File: config.mk
export PLATFORM = sky130hd
export DESIGN_NAME = charlieplex_led_pattern_scanner
export DESIGN_NICKNAME = d
export VERILOG_FILES = /design/src/rtl/clps_pkg.sv /design/src/rtl/clps_engine.sv /design/src/rtl/clps_out_queue.sv /design/src/rtl/charlieplex_led_pattern_scanner.sv
export VERILOG_INCLUDE_DIRS = /design/src /design/src/rtl
export SDC_FILE = /design/constraint.sdc
export NUM_CORES = 1
export LEC_CHECK = 0
export BUFFER_PORTS_ARGS = -buffer_cell sky130_fd_sc_hd__buf_4
export CAP_MARGIN = 10
export CELL_PAD_IN_SITES_DETAIL_PLACEMENT = 0
export CELL_PAD_IN_SITES_GLOBAL_PLACEMENT = 1
export CORE_MARGIN = 8
export CORE_UTILIZATION = 42
export CTS_BUF_LIST = sky130_fd_sc_hd__clkbuf_4 sky130_fd_sc_hd__clkbuf_8 sky130_fd_sc_hd__clkbuf_16
export CTS_CLUSTER_DIAMETER = 150
export DETAILED_ROUTE_END_ITERATION = 10
export MAX_ROUTING_LAYER = met4
export PLACE_DENSITY = 0.79
export SLEW_MARGIN = 30
export SYNTH_ARGS = -nofsm -noshare
export SYNTH_HDL_FRONTEND = slang
export SYNTH_HIERARCHICAL = 1
export SYNTH_SLANG_ARGS = --single-unit
File: constraint.sdc
create_clock -name clk -period 4.1 [get_ports clk]
set_clock_uncertainty 0.2 [all_clocks]
set_input_delay 0.615 -clock clk [delete_from_list [all_inputs] [get_ports clk]]
set_output_delay 0.615 -clock clk [all_outputs]
set_load 0.05 [all_outputs]
File: src/rtl/assert_macros.svh
// Assertion macros for the RTL of the LED scanner.
`ifndef ASSERT_MACROS_SVH
`define ASSERT_MACROS_SVH

// Check a property on every rising edge outside reset.
`define CLPS_ASSERT(label, prop, msg) \
  label: assert property (@(posedge clk) disable iff (rst) (prop)) else $error(msg);

// Check that a condition leads to a consequence in the next cycle.
`define CLPS_ASSERT_NEXT(label, cond, cons, msg) \
  label: assert property (@(posedge clk) disable iff (rst) (cond) |=> (cons)) else $error(msg);

`endif

File: src/rtl/clps_pkg.sv
// Package of types, codes and pin patterns for the charlieplexed LED scanner.
package clps_pkg;

  // Request codes carried in req_type
  typedef enum logic [2:0] {
    REQ_TICK   = 3'd0,
    REQ_PLAY   = 3'd1,
    REQ_PAUSE  = 3'd2,
    REQ_SET    = 3'd3,
    REQ_KEY    = 3'd4,
    REQ_INIT   = 3'd5,
    REQ_UNINIT = 3'd6
  } req_code_t;

  // Display modes
  typedef enum logic [2:0] {
    MODE_OFF    = 3'd0,
    MODE_UPPER  = 3'd1,
    MODE_LOWER  = 3'd2,
    MODE_ALL    = 3'd3,
    MODE_BLINK  = 3'd4,
    MODE_CIRCLE = 3'd5
  } mode_t;

  // Configuration register indexes
  localparam logic [1:0] CFG_BLINK_ON     = 2'd0;
  localparam logic [1:0] CFG_BLINK_PERIOD = 2'd1;
  localparam logic [1:0] CFG_SEGMENT      = 2'd2;

  localparam logic [15:0] BLINK_ON_RESET     = 16'd500;
  localparam logic [15:0] BLINK_PERIOD_RESET = 16'd1000;
  localparam logic [13:0] SEGMENT_RESET      = 14'd400;

  // Pin drive codes
  localparam logic [1:0] PIN_LOW   = 2'd0;
  localparam logic [1:0] PIN_HIGH  = 2'd1;
  localparam logic [1:0] PIN_FLOAT = 2'd2;

  typedef struct packed {
    logic [1:0] a;
    logic [1:0] b;
    logic [1:0] c;
  } pins_t;

  // LED patterns on the three pins
  localparam pins_t PAT_UL    = '{a: PIN_FLOAT, b: PIN_HIGH,  c: PIN_LOW};
  localparam pins_t PAT_UR    = '{a: PIN_FLOAT, b: PIN_LOW,   c: PIN_HIGH};
  localparam pins_t PAT_LL    = '{a: PIN_LOW,   b: PIN_FLOAT, c: PIN_HIGH};
  localparam pins_t PAT_LR    = '{a: PIN_HIGH,  b: PIN_FLOAT, c: PIN_LOW};
  localparam pins_t PAT_LOW   = '{a: PIN_LOW,   b: PIN_LOW,   c: PIN_LOW};
  localparam pins_t PAT_FLOAT = '{a: PIN_FLOAT, b: PIN_FLOAT, c: PIN_FLOAT};

  // Input item
  typedef struct packed {
    logic [2:0] req_type;
    logic [2:0] mode_select;
  } clps_req_t;

  // Result item
  typedef struct packed {
    logic [1:0] pin_a;
    logic [1:0] pin_b;
    logic [1:0] pin_c;
    logic       power_pin;
    logic       updated;
    logic       lit_enabled;
  } clps_res_t;

  // Timing registers as seen by the engine
  typedef struct packed {
    logic [15:0] blink_on_ticks;
    logic [15:0] blink_period_ticks;
    logic [13:0] circle_segment_ticks;
  } clps_cfg_t;

  // Pattern for one step of the four-phase cycle
  function automatic pins_t four_phase_pat(input logic [1:0] ph);
    pins_t p;
    unique case (ph)
      2'd0: p = PAT_UL;
      2'd1: p = PAT_UR;
      2'd2: p = PAT_LL;
      default: p = PAT_LR;
    endcase
    return p;
  endfunction

endpackage

File: src/rtl/clps_engine.sv
// Scanner state and the per-request update of mode, counters and pins.
module clps_engine (
  input  logic                clk,
  input  logic                rst,
  input  clps_pkg::clps_cfg_t cfg,
  input  logic                take,
  input  clps_pkg::clps_req_t req,
  output clps_pkg::clps_res_t res
);
  import clps_pkg::*;

  logic        enabled, enabled_next;
  logic        ticking, ticking_next;
  mode_t       mode, mode_next;
  logic [1:0]  phase, phase_next;
  logic [15:0] tick_count, tick_count_next;
  logic        power_level, power_level_next;
  pins_t       pins, pins_next;
  logic        drove;

  logic [16:0] seg1, seg2, seg3, seg4, seg5;
  logic [16:0] cnt_wide, cnt_inc;

  // Segment boundaries of the circle pattern
  assign seg1     = {3'b000, cfg.circle_segment_ticks};
  assign seg2     = {2'b00, cfg.circle_segment_ticks, 1'b0};
  assign seg4     = {1'b0, cfg.circle_segment_ticks, 2'b00};
  assign seg3     = seg2 + seg1;
  assign seg5     = seg4 + seg1;
  assign cnt_wide = {1'b0, tick_count};
  assign cnt_inc  = cnt_wide + 17'd1;

  // Work out the next state for the request on hand
  always_comb begin
    enabled_next     = enabled;
    ticking_next     = ticking;
    mode_next        = mode;
    phase_next       = phase;
    tick_count_next  = tick_count;
    power_level_next = power_level;
    pins_next        = pins;
    drove            = 1'b0;
    if (take) begin
      unique case (req_code_t'(req.req_type))
        REQ_TICK: begin
          if (enabled && ticking) begin
            drove = 1'b1;
            unique case (mode)
              MODE_OFF: pins_next = PAT_LOW;
              MODE_UPPER, MODE_LOWER: begin
                if (phase == 2'd0) begin
                  phase_next = 2'd1;
                  pins_next  = (mode == MODE_UPPER) ? PAT_UL : PAT_LL;
                end else begin
                  phase_next = 2'd0;
                  pins_next  = (mode == MODE_UPPER) ? PAT_UR : PAT_LR;
                end
              end
              MODE_ALL: begin
                pins_next  = four_phase_pat(phase);
                phase_next = phase + 2'd1;
              end
              MODE_BLINK: begin
                if (tick_count < cfg.blink_on_ticks) begin
                  pins_next  = four_phase_pat(phase);
                  phase_next = phase + 2'd1;
                end else begin
                  pins_next = PAT_LOW;
                end
                if (cnt_inc >= {1'b0, cfg.blink_period_ticks}) begin
                  tick_count_next = '0;
                end else begin
                  tick_count_next = cnt_inc[15:0];
                end
              end
              MODE_CIRCLE: begin
                tick_count_next = tick_count + 16'd1;
                priority if (cnt_wide < seg1) begin
                  pins_next  = four_phase_pat(phase);
                  phase_next = phase + 2'd1;
                end else if (cnt_wide < seg2) begin
                  pins_next = PAT_LOW;
                end else if (cnt_wide < seg3) begin
                  phase_next = (phase == 2'd0) ? 2'd1 : 2'd0;
                  pins_next  = (phase == 2'd0) ? PAT_LL : PAT_LR;
                end else if (cnt_wide < seg4) begin
                  pins_next  = four_phase_pat(phase);
                  phase_next = phase + 2'd1;
                end else if (cnt_wide < seg5) begin
                  phase_next = (phase == 2'd0) ? 2'd1 : 2'd0;
                  pins_next  = (phase == 2'd0) ? PAT_UL : PAT_UR;
                end else begin
                  // wrap the pattern: restart the count, leave the pins
                  tick_count_next = 16'd1;
                  drove           = 1'b0;
                end
              end
              default: drove = 1'b0;
            endcase
          end
        end
        REQ_PLAY: begin
          tick_count_next = '0;
          phase_next      = '0;
          mode_next       = MODE_CIRCLE;
        end
        REQ_PAUSE: mode_next = MODE_ALL;
        REQ_SET: begin
          if (req.mode_select <= 3'(MODE_CIRCLE)) begin
            mode_next = mode_t'(req.mode_select);
          end
        end
        REQ_KEY: begin
          enabled_next = !enabled;
          if (enabled) begin
            pins_next        = PAT_LOW;
            power_level_next = 1'b0;
            drove            = 1'b1;
          end else begin
            tick_count_next  = '0;
            phase_next       = '0;
            power_level_next = 1'b1;
          end
        end
        REQ_INIT: begin
          enabled_next = 1'b1;
          ticking_next = 1'b1;
          mode_next    = MODE_ALL;
        end
        REQ_UNINIT: ticking_next = 1'b0;
        default: drove = 1'b0;
      endcase
    end
  end

  // Hold the state between requests
  always_ff @(posedge clk) begin
    if (rst) begin
      enabled     <= 1'b0;
      ticking     <= 1'b0;
      mode        <= MODE_OFF;
      phase       <= '0;
      tick_count  <= '0;
      power_level <= 1'b1;
      pins        <= PAT_FLOAT;
    end else begin
      enabled     <= enabled_next;
      ticking     <= ticking_next;
      mode        <= mode_next;
      phase       <= phase_next;
      tick_count  <= tick_count_next;
      power_level <= power_level_next;
      pins        <= pins_next;
    end
  end

  // Result of this request
  always_comb begin
    res.pin_a       = pins_next.a;
    res.pin_b       = pins_next.b;
    res.pin_c       = pins_next.c;
    res.power_pin   = power_level_next;
    res.updated     = drove;
    res.lit_enabled = enabled_next;
  end

endmodule

File: src/rtl/clps_out_queue.sv
// Two-entry result register that keeps input transfers going under output stalls.
module clps_out_queue (
  input  logic                clk,
  input  logic                rst,
  input  logic                push,
  input  clps_pkg::clps_res_t push_data,
  output logic                has_room,
  output logic                out_valid,
  input  logic                out_ready,
  output clps_pkg::clps_res_t out_data
);
  import clps_pkg::*;

  clps_res_t  slot0, slot1;
  logic [1:0] count, count_next;
  logic       pop;
  logic       wr_pos;

  assign pop       = out_valid && out_ready;
  assign out_valid = (count != 2'd0);
  assign has_room  = (count != 2'd2);
  assign out_data  = slot0;
  assign wr_pos    = (count == 2'd2) || ((count == 2'd1) && !pop);

  // Track occupancy
  always_comb begin
    count_next = count;
    if (push && !pop) begin
      count_next = count + 2'd1;
    end else if (pop && !push) begin
      count_next = count - 2'd1;
    end
  end

  always_ff @(posedge clk) begin
    if (rst) begin
      count <= '0;
    end else begin
      count <= count_next;
    end
  end

  // Advance the tail entry and write the new result behind what remains
  always_ff @(posedge clk) begin
    if (pop && (count == 2'd2)) begin
      slot0 <= slot1;
    end
    if (push) begin
      if (wr_pos) begin
        slot1 <= push_data;
      end else begin
        slot0 <= push_data;
      end
    end
  end

endmodule

File: src/rtl/charlieplex_led_pattern_scanner.sv
// Each result is registered in the output queue on its request transfer.
// Throughput: one request per cycle; requests keep flowing while one result
// waits on the output, and in_ready drops while two results wait.
// A configuration transfer applies to requests accepted in later cycles.
// Reset (rst, synchronous) clears the scanner to disabled, off mode, pins
// floating, power high, and loads timing registers with 500, 1000 and 400.
`include "assert_macros.svh"

module charlieplex_led_pattern_scanner (
  input  logic                clk,
  input  logic                rst,
  input  logic                in_valid,
  output logic                in_ready,
  input  clps_pkg::clps_req_t in_data,
  output logic                out_valid,
  input  logic                out_ready,
  output clps_pkg::clps_res_t out_data,
  input  logic                cfg_valid,
  output logic                cfg_ready,
  input  logic [1:0]          cfg_index,
  input  logic [15:0]         cfg_data
);
  import clps_pkg::*;

  clps_cfg_t cfg;
  clps_res_t res;
  logic      take;
  logic      key_off_ok;

  assign cfg_ready = 1'b1;
  assign take      = in_valid && in_ready;

  // Load timing registers on a configuration transfer
  always_ff @(posedge clk) begin
    if (rst) begin
      cfg.blink_on_ticks       <= BLINK_ON_RESET;
      cfg.blink_period_ticks   <= BLINK_PERIOD_RESET;
      cfg.circle_segment_ticks <= SEGMENT_RESET;
    end else if (cfg_valid && cfg_ready) begin
      unique case (cfg_index)
        CFG_BLINK_ON:     cfg.blink_on_ticks       <= cfg_data;
        CFG_BLINK_PERIOD: cfg.blink_period_ticks   <= cfg_data;
        CFG_SEGMENT:      cfg.circle_segment_ticks <= cfg_data[13:0];
        default: ;
      endcase
    end
  end

  clps_engine u_engine (
    .clk  (clk),
    .rst  (rst),
    .cfg  (cfg),
    .take (take),
    .req  (in_data),
    .res  (res)
  );

  clps_out_queue u_out_queue (
    .clk       (clk),
    .rst       (rst),
    .push      (take),
    .push_data (res),
    .has_room  (in_ready),
    .out_valid (out_valid),
    .out_ready (out_ready),
    .out_data  (out_data)
  );

  // A key-off result shows all pins low and the supply off
  assign key_off_ok = (out_data.pin_a == PIN_LOW) && (out_data.pin_b == PIN_LOW) &&
                      (out_data.pin_c == PIN_LOW) && !out_data.power_pin;

  `CLPS_ASSERT_NEXT(a_result_follows, take, out_valid, "request transfer gave no result")
  `CLPS_ASSERT(a_full_has_result, !in_ready |-> out_valid, "queue full but no result shown")
  `CLPS_ASSERT(a_key_off_pins, out_valid && out_data.updated && !out_data.lit_enabled |-> key_off_ok, "key off did not drive pins low")

endmodule

# Word level (Yosys, flattened, before mapping)
# Index checks and enable logic that the tools add are counted.
[op_classes] n_addsub=7 mul=0 div=0 order_cmp=8 n_eq_ne=26 n_shift=0 mux=60 bitwise_logic=0 reduce_logical=31
[op_table] cell="16-bit 2-to-1 mux" n=8
[op_table] cell="6-bit 2-to-1 mux" n=12
[op_table] cell="16-bit one-hot mux with 3 select lines" n=1
[op_table] cell="16-bit by 17-bit < comparator with 1-bit output" n=2
[op_table] cell="16-bit < comparator" n=2
[op_table] cell="16-bit one-hot mux with 2 select lines" n=1
[op_table] cell="6-bit one-hot mux with 5 select lines" n=1
[op_table] cell="9-bit 2-to-1 mux" n=3
[op_table] cell="2-bit 2-to-1 mux" n=10
[op_table] cell="6-bit one-hot mux with 3 select lines" n=1
[op_table] cell="16-bit by 1-bit adder with 17-bit output, second input constant" n=1
[op_table] cell="16-bit by 14-bit adder with 17-bit output" n=1
[op_table] cell="17-bit by 16-bit >= comparator with 1-bit output" n=1
[op_table] cell="15-bit by 14-bit adder with 16-bit output" n=1
[op_table] cell="16-bit by 1-bit adder with 16-bit output, second input constant" n=1
[op_table] cell="16-bit by 14-bit < comparator with 1-bit output" n=1
[op_table] cell="16-bit by 15-bit < comparator with 1-bit output" n=1
[op_table] cell="3-bit equality test, second input constant" n=5
[op_table] cell="3-bit by 2-bit equality test with 1-bit output, second input constant" n=4
[op_table] cell="1-bit 2-to-1 mux" n=12
[op_table] cell="6-bit one-hot mux with 2 select lines" n=1
[op_table] cell="2-bit AND reduction" n=5
[op_table] cell="3-bit one-hot mux with 3 select lines" n=1
[op_table] cell="1-bit one-hot mux with 2 select lines" n=4
[op_table] cell="other kinds (28)" n=52
[word_totals] register_bits=96 latchBits=0 ramBits=0 mem_bits_ro=0 in_bits=29 output_inout_bits=12 wordCells=157 memories=0

# Depth between registers and ports, before layout
[logic_depth] word_depth=13 ltp_mapped=24 mapped_depth_nobuf=23

# Cells and area by module
# Netlist, hierarchy kept.
[modules_own_cells] mod="clps_engine" n_inst=1 cells_per_inst=739 area_each_um2=5594.1 seq_area_each_um2=600.6
[modules_own_cells] mod="charlieplex_led_pattern_scanner" n_inst=1 cells_per_inst=181 area_each_um2=1875.5 seq_area_each_um2=920.9
[modules_own_cells] mod="clps_out_queue" n_inst=1 cells_per_inst=102 area_each_um2=1063.5 seq_area_each_um2=490.5

# Worst setup path after synthesis
# OpenSTA, ideal clock, no wires.
[synth_timing] path_kind="register to register" start="register, netlist name cfg[3]" end="register u_out_queue.slot0 (netlist bit u_out_queue/out_data[1])" setup_time_ps=131 arrival_ps=4174 required_ps=3769 setup_slack_ps=-405 stages_incl_launch_ff=22 n_path_buf=1 synth_period_minus_slack_ps=4505 cell_sequence="dfxtp_1 > ha_1 > a21o_1 > a21oi_1 > nor2b_1 > o21a_1 > o22a_1 > a41oi_1 > a2111oi_0 > o21ai_0 > xnor2_1 > ha_1 > o21ai_0 > a211o_1 > a22o_1 > nor4_2 > a21boi_0 > o21ai_1 > inv_1 > buf_4 > a2111oi_2 > a211oi_1"
[synth_via] elab_chain_len=12 word_cells_on_any_way=17 cone_classes="add/sub: 2; order compare: 5; mux: 10"
[synth_lines] element="16-bit by 14-bit adder with 17-bit output" line="clps_engine.sv:29" rtl="assign seg5 = seg4 + seg1;"
[synth_lines] element="16-bit by 17-bit < comparator with 1-bit output" line="clps_engine.sv:89" rtl="end else if (cnt_wide < seg5) begin"
[synth_lines] element="1-bit 2-to-1 mux" line="clps_engine.sv:89"
[synth_lines] element="1-bit 2-to-1 mux" line="clps_engine.sv:86" rtl="end else if (cnt_wide < seg4) begin"
[synth_lines] element="1-bit 2-to-1 mux" line="clps_engine.sv:83" rtl="end else if (cnt_wide < seg3) begin"
[synth_lines] element="1-bit 2-to-1 mux" line="clps_engine.sv:81" rtl="end else if (cnt_wide < seg2) begin"
[synth_lines] element="1-bit 2-to-1 mux *" line="clps_engine.sv:78" rtl="priority if (cnt_wide < seg1) begin"
[synth_lines] element="1-bit one-hot mux with 2 select lines *" line="clps_engine.sv:48" rtl="unique case (mode)"
[synth_lines] element="1-bit 2-to-1 mux *" line="clps_engine.sv:46" rtl="if (enabled && ticking) begin"
[synth_lines] element="1-bit one-hot mux with 2 select lines *" line="clps_engine.sv:44" rtl="unique case (req_code_t'(req.req_type))"
[synth_lines] element="via u_engine.drove" line="clps_engine.sv:19" rtl="logic drove;"
[synth_lines] element="9-bit 2-to-1 mux *" line="clps_out_queue.sv:49" rtl="if (wr_pos) begin"
[synth_lines] element="9-bit 2-to-1 mux *" line="clps_out_queue.sv:48" rtl="if (push) begin"
[synth_lines] element="end signal: assignment" line="clps_out_queue.sv:46" rtl="slot0 <= slot1;"
[synth_lines] element="end signal: assignment" line="clps_out_queue.sv:52" rtl="slot0 <= push_data;"
[synth_lines] element="end: declaration" line="clps_out_queue.sv:14" rtl="clps_res_t slot0, slot1;"
# The timed path passes the listed nets; every way through them passes the cells marked *.
# A chain may end at the register's enable or synchronous reset.

==> results_dict.tcl <==
set metrics [dict create \
    ys_ff_latch 96 \
    vias 7604 \
    whs_ns 0.271 \
    grt_use_total_pct 19.3 \
    status "complete, but fails checks" \
    numCtsBuffers 9 \
    reg2reg_to "u_out_queue/out_data[3]" \
    dieWidth_um 159 \
    grt-ovfl-total 0 \
    drive_above_1_share_pct 21.0 \
    clkTransAtPathRegs_ns 0.07 \
    grt_max_degree 65 \
    reg2reg_from "cfg[0]" \
    clk_latency_ns 0.36 \
    fin_nets 1292 \
    drt-vias-per-instance 5.44 \
    cts_tree "built" \
    cts_max_level 3 \
    design_power_total_mw 3.17 \
    ys_seq_area_share_pct 23.6 \
    synth_edf_count 9 \
    syn2layout_area_growth_pct 21.8 \
    holdBufCountCts 0 \
    synth_top_area_share_pct 20.4 \
    seqCellArea_mm2 0.00202 \
    critPathBufInv 2 \
    cpPeakStageDelay_ns 0.37 \
    worstRegToRegCells 22 \
    grt_pass1_vias 7337 \
    crit_arrival_ns 4.52 \
    synthesis.area_mm2 0.00853 \
    syn_nets 1190 \
    grt_pass1_wl_um 37500 \
    crit_family "compound AO/OA/AOI/OAI gates" \
    crit_path_end_kind "flip-flop" \
    setup_viol 37 \
    crit_top_cell "o21ai_2" \
    cts.path.max_buffers 2 \
    grt_busiest_layer "met2" \
    wirelength_um 23300 \
    grtUsageMet2_pct 33.3 \
    wire_per_inst_um 16.6 \
    violations "negative setup slack" \
    final_util_pct 51.7 \
    max_slew_margin_pct 36.5 \
    async_reset_ff_share_pct 0 \
    io_pins 41 \
    hp-start "u_engine/pins[1]" \
    syn_avg_cell_area_um2 8.35 \
    met3_usage_pct 3.04 \
    fmax_ghz 0.223 \
    yosys_warnings 6 \
    maxCapViolCount 0 \
    fin_crit_sh_pct 109 \
    worstHoldEndpoint "u_engine/pins[1]" \
    fin_ws_ns -0.378 \
    crit_chain "buf_6 -> ha_4 -> inv_2 -> fa_2 -> nor2b_1 -> o21ai_2 -> a21oi_2 -> o21ai_2 -> a21boi_2 -> o2111ai_2 -> nand2_1 -> nor2_1 -> xor2_1 -> ha_1 -> a221oi_2 -> o211ai_1 -> o21a_1 -> or2_4 -> nor2_4 -> a22oi_2 -> a221o_1 -> o311a_1" \
    start_util_pct 42.4 \
    synth_top_cell_by_area "dfxtp_1" \
    min_period_ns 4.48 \
    ir_drop_mv 0.208 \
    worst_ep_required_time_ns 4.15 \
    finalHoldViolations 0 \
    tightest_slew_ns 0.950 \
    r2r_slack_ns -0.38 \
    place_congestion 0.927 \
    synth_area_leaders "dfxtp_1, ha_1, mux2i_1, nand2b_1, inv_1" \
    rows 52 \
    min_path_cells 1 \
    hp-class "flip-flop to flip-flop" \
    pre_cts_ws_ns -0.550 \
    cp-start-kind "flip-flop" \
    path_max_fanout 7 \
    drc 0 \
    critPathKind "flip-flop to flip-flop" \
    drv_slew 0 \
    fp.dieArea_mm2 0.0251 \
    antenna_found_initial 0 \
    hpwlAfterDp_um 17900 \
    n_antenna_cell 0 \
    n_fill_cell 1893 \
    synth_cell_types 79 \
    ys.flop_type "dfxtp_1" \
    clkSinkCount 96 \
    synthCells 1022 \
    root_buffer "clkbuf_16" \
    crit_slowest_cell "a221o_1" \
    drtPass1Iterations 5 \
    multi_input_comb_area_mm2 0.00638 \
    drt_iter0_drc 292 \
    fp.dieH_um 159 \
    port_buffers 39 \
    route.antenna.remaining_nets 0 \
    use_met1_pct 22.8 \
    rsz0062_at_grt "yes" \
    p_per_area_mw_per_mm2 305 \
    p_leak_nw 4.79 \
    fp.coreArea_mm2 0.0201 \
]
==> cell usage in the layout (no fill, tap or decap), types with 6 or more instances in the layout <==
cell / n
nor3_1: 22
a21o_1: 13
inv_1: 87
buf_4: 122
nand2_1: 52
nand4_1: 12
a211oi_1: 14
xnor2_1: 19
ha_1: 136
a31oi_1: 18
o311a_1: 8
a21oi_2: 12
buf_6: 8
nor2b_1: 10
nand2b_1: 58
xor2_1: 21
nand3b_1: 12
nand2_2: 9
clkbuf_16: 10
o21ai_0: 31
dfxtp_1: 83
mux2i_1: 52
and2_1: 8
o21ai_2: 6
nor2_1: 65
o21a_1: 9
a21oi_1: 51
nand3_1: 26
edfxtp_1: 9
o211ai_1: 13
and3_1: 16
==> worst reg2reg max path: cells and delay by family, from the launching register on <==
kind / cells / cell delay, ns
and+or+nand+nor: 5 / 0.70
DFF: 1 / 0.35
AOI/OAI and AO/OA: 11 / 2.07
xor gates and xnor gates: 1 / 0.14
adders and majority gates: 3 / 0.78
buffers and inverters: 2 / 0.13
==> sequential cells by signal, indices dropped and copies added (netlist names), 2 cells and up <==
name,count
u_out_queue/count,2
u_engine/phase,2
u_engine/tick_count,16
u_out_queue/out_data,9
u_engine/mode,3
cfg,46
u_engine/pins,6
u_out_queue/slot1,9
==> logic make-up (layout without fill, tap and decap cells) <==
family / count (synthesis) / in the layout / synth area share (%)
and+or+nand+nor: 324 / 324 / 19.9
other: 1 / 1 / 0.0439
adders and majority gates: 139 / 139 / 20.6
buffers and inverters: 129 / 236 / 6.61
AOI/OAI and AO/OA: 241 / 241 / 19.1
xor gates and xnor gates: 40 / 40 / 4.11
DFF: 96 / 96 / 23.6
muxes: 52 / 52 / 6.10
==> power breakdown <==
group	internal [mW]	switching, mW	total, mW	leakage [nW]
Combinational	0.458	0.725	1.18	3.86
Sequential	1.05	0.0712	1.12	0.791
Clock	0.477	0.392	0.869	0.148
==> stage by stage <==
stage / TNS (ns) / cells / instance area (µm²)
floorplan: -0.442 / 1022 / 8610
global placement: -11.81 / 1368 / 9590
detailed placement: -14.60 / 1368 / 9590
CTS: -8.96 / 1393 / 10200
global route: -17.15 / 1399 / 10400
finish: -7.47 / 1399 / 10400
==> what timing repair did <==
action / CTS / global route
setup endpoints to repair: 38 / 38
gates resized for setup: 56 / 29
pin swaps: 50 / 29
setup buffers: 10 / 7
==> how the worst max path moves through the flow <==
stage,from,endpoint,slack [ns],depth (start not counted)
CTS,cfg[0],u_out_queue/out_data[3],-0.43,22
finish,cfg[0],u_out_queue/out_data[3],-0.38,22
global route,cfg[0],u_out_queue/out_data[1],-0.65,24
floorplan,cfg[1],u_out_queue/out_data[5],-0.12,23
global placement,cfg[1],u_out_queue/out_data[3],-0.54,20
detailed placement,cfg[1],u_out_queue/out_data[3],-0.55,20
==> Yosys cell counts, types with 3 or more instances <==
cell type and instances:
mux2i_1 52, a21oi_1 64, o21bai_1 4, or2_2 4, ha_1 137, nand2b_1 59, xnor2_1 19, o21a_1 9
buf_6 6, xor2_1 21, nor3_1 24, o21ai_0 37, and2_1 9, o311a_1 8, inv_1 89, a22o_1 3
a21boi_0 3, nor2_1 69, a21o_1 13, or3_1 3, o2111ai_1 3, a211oi_1 18, a211o_1 5, a31oi_1 23
nand3_1 27, nor2b_1 10, buf_2 8, nand4_1 12, edfxtp_1 9, o211ai_1 13, dfxtp_1 87, nand2_1 61
and3_1 16, buf_4 6, nand3b_1 12, a22oi_1 9, clkbuf_1 18, a2111oi_0 4
==> final cells by class <==
cell class / instances / area share [%]
Clock buffer: 12 / 2.61
Clock inverter: 4 / 0.325
Inverter: 90 / 3.27
Multi-Input combinational cell: 797 / 61.4
Sequential cell: 96 / 19.5
Tap cell: 270 / 3.25
Timing Repair Buffer: 130 / 9.68
==> metal layers <==
layer | share of wire, % | wire, µm
met5 | 0 | 0
met4 | 2.2 | 506
met3 | 3.5 | 817
met2 | 49 | 11500
met1 | 45 | 10500
(Power assumes the default switching activity.)
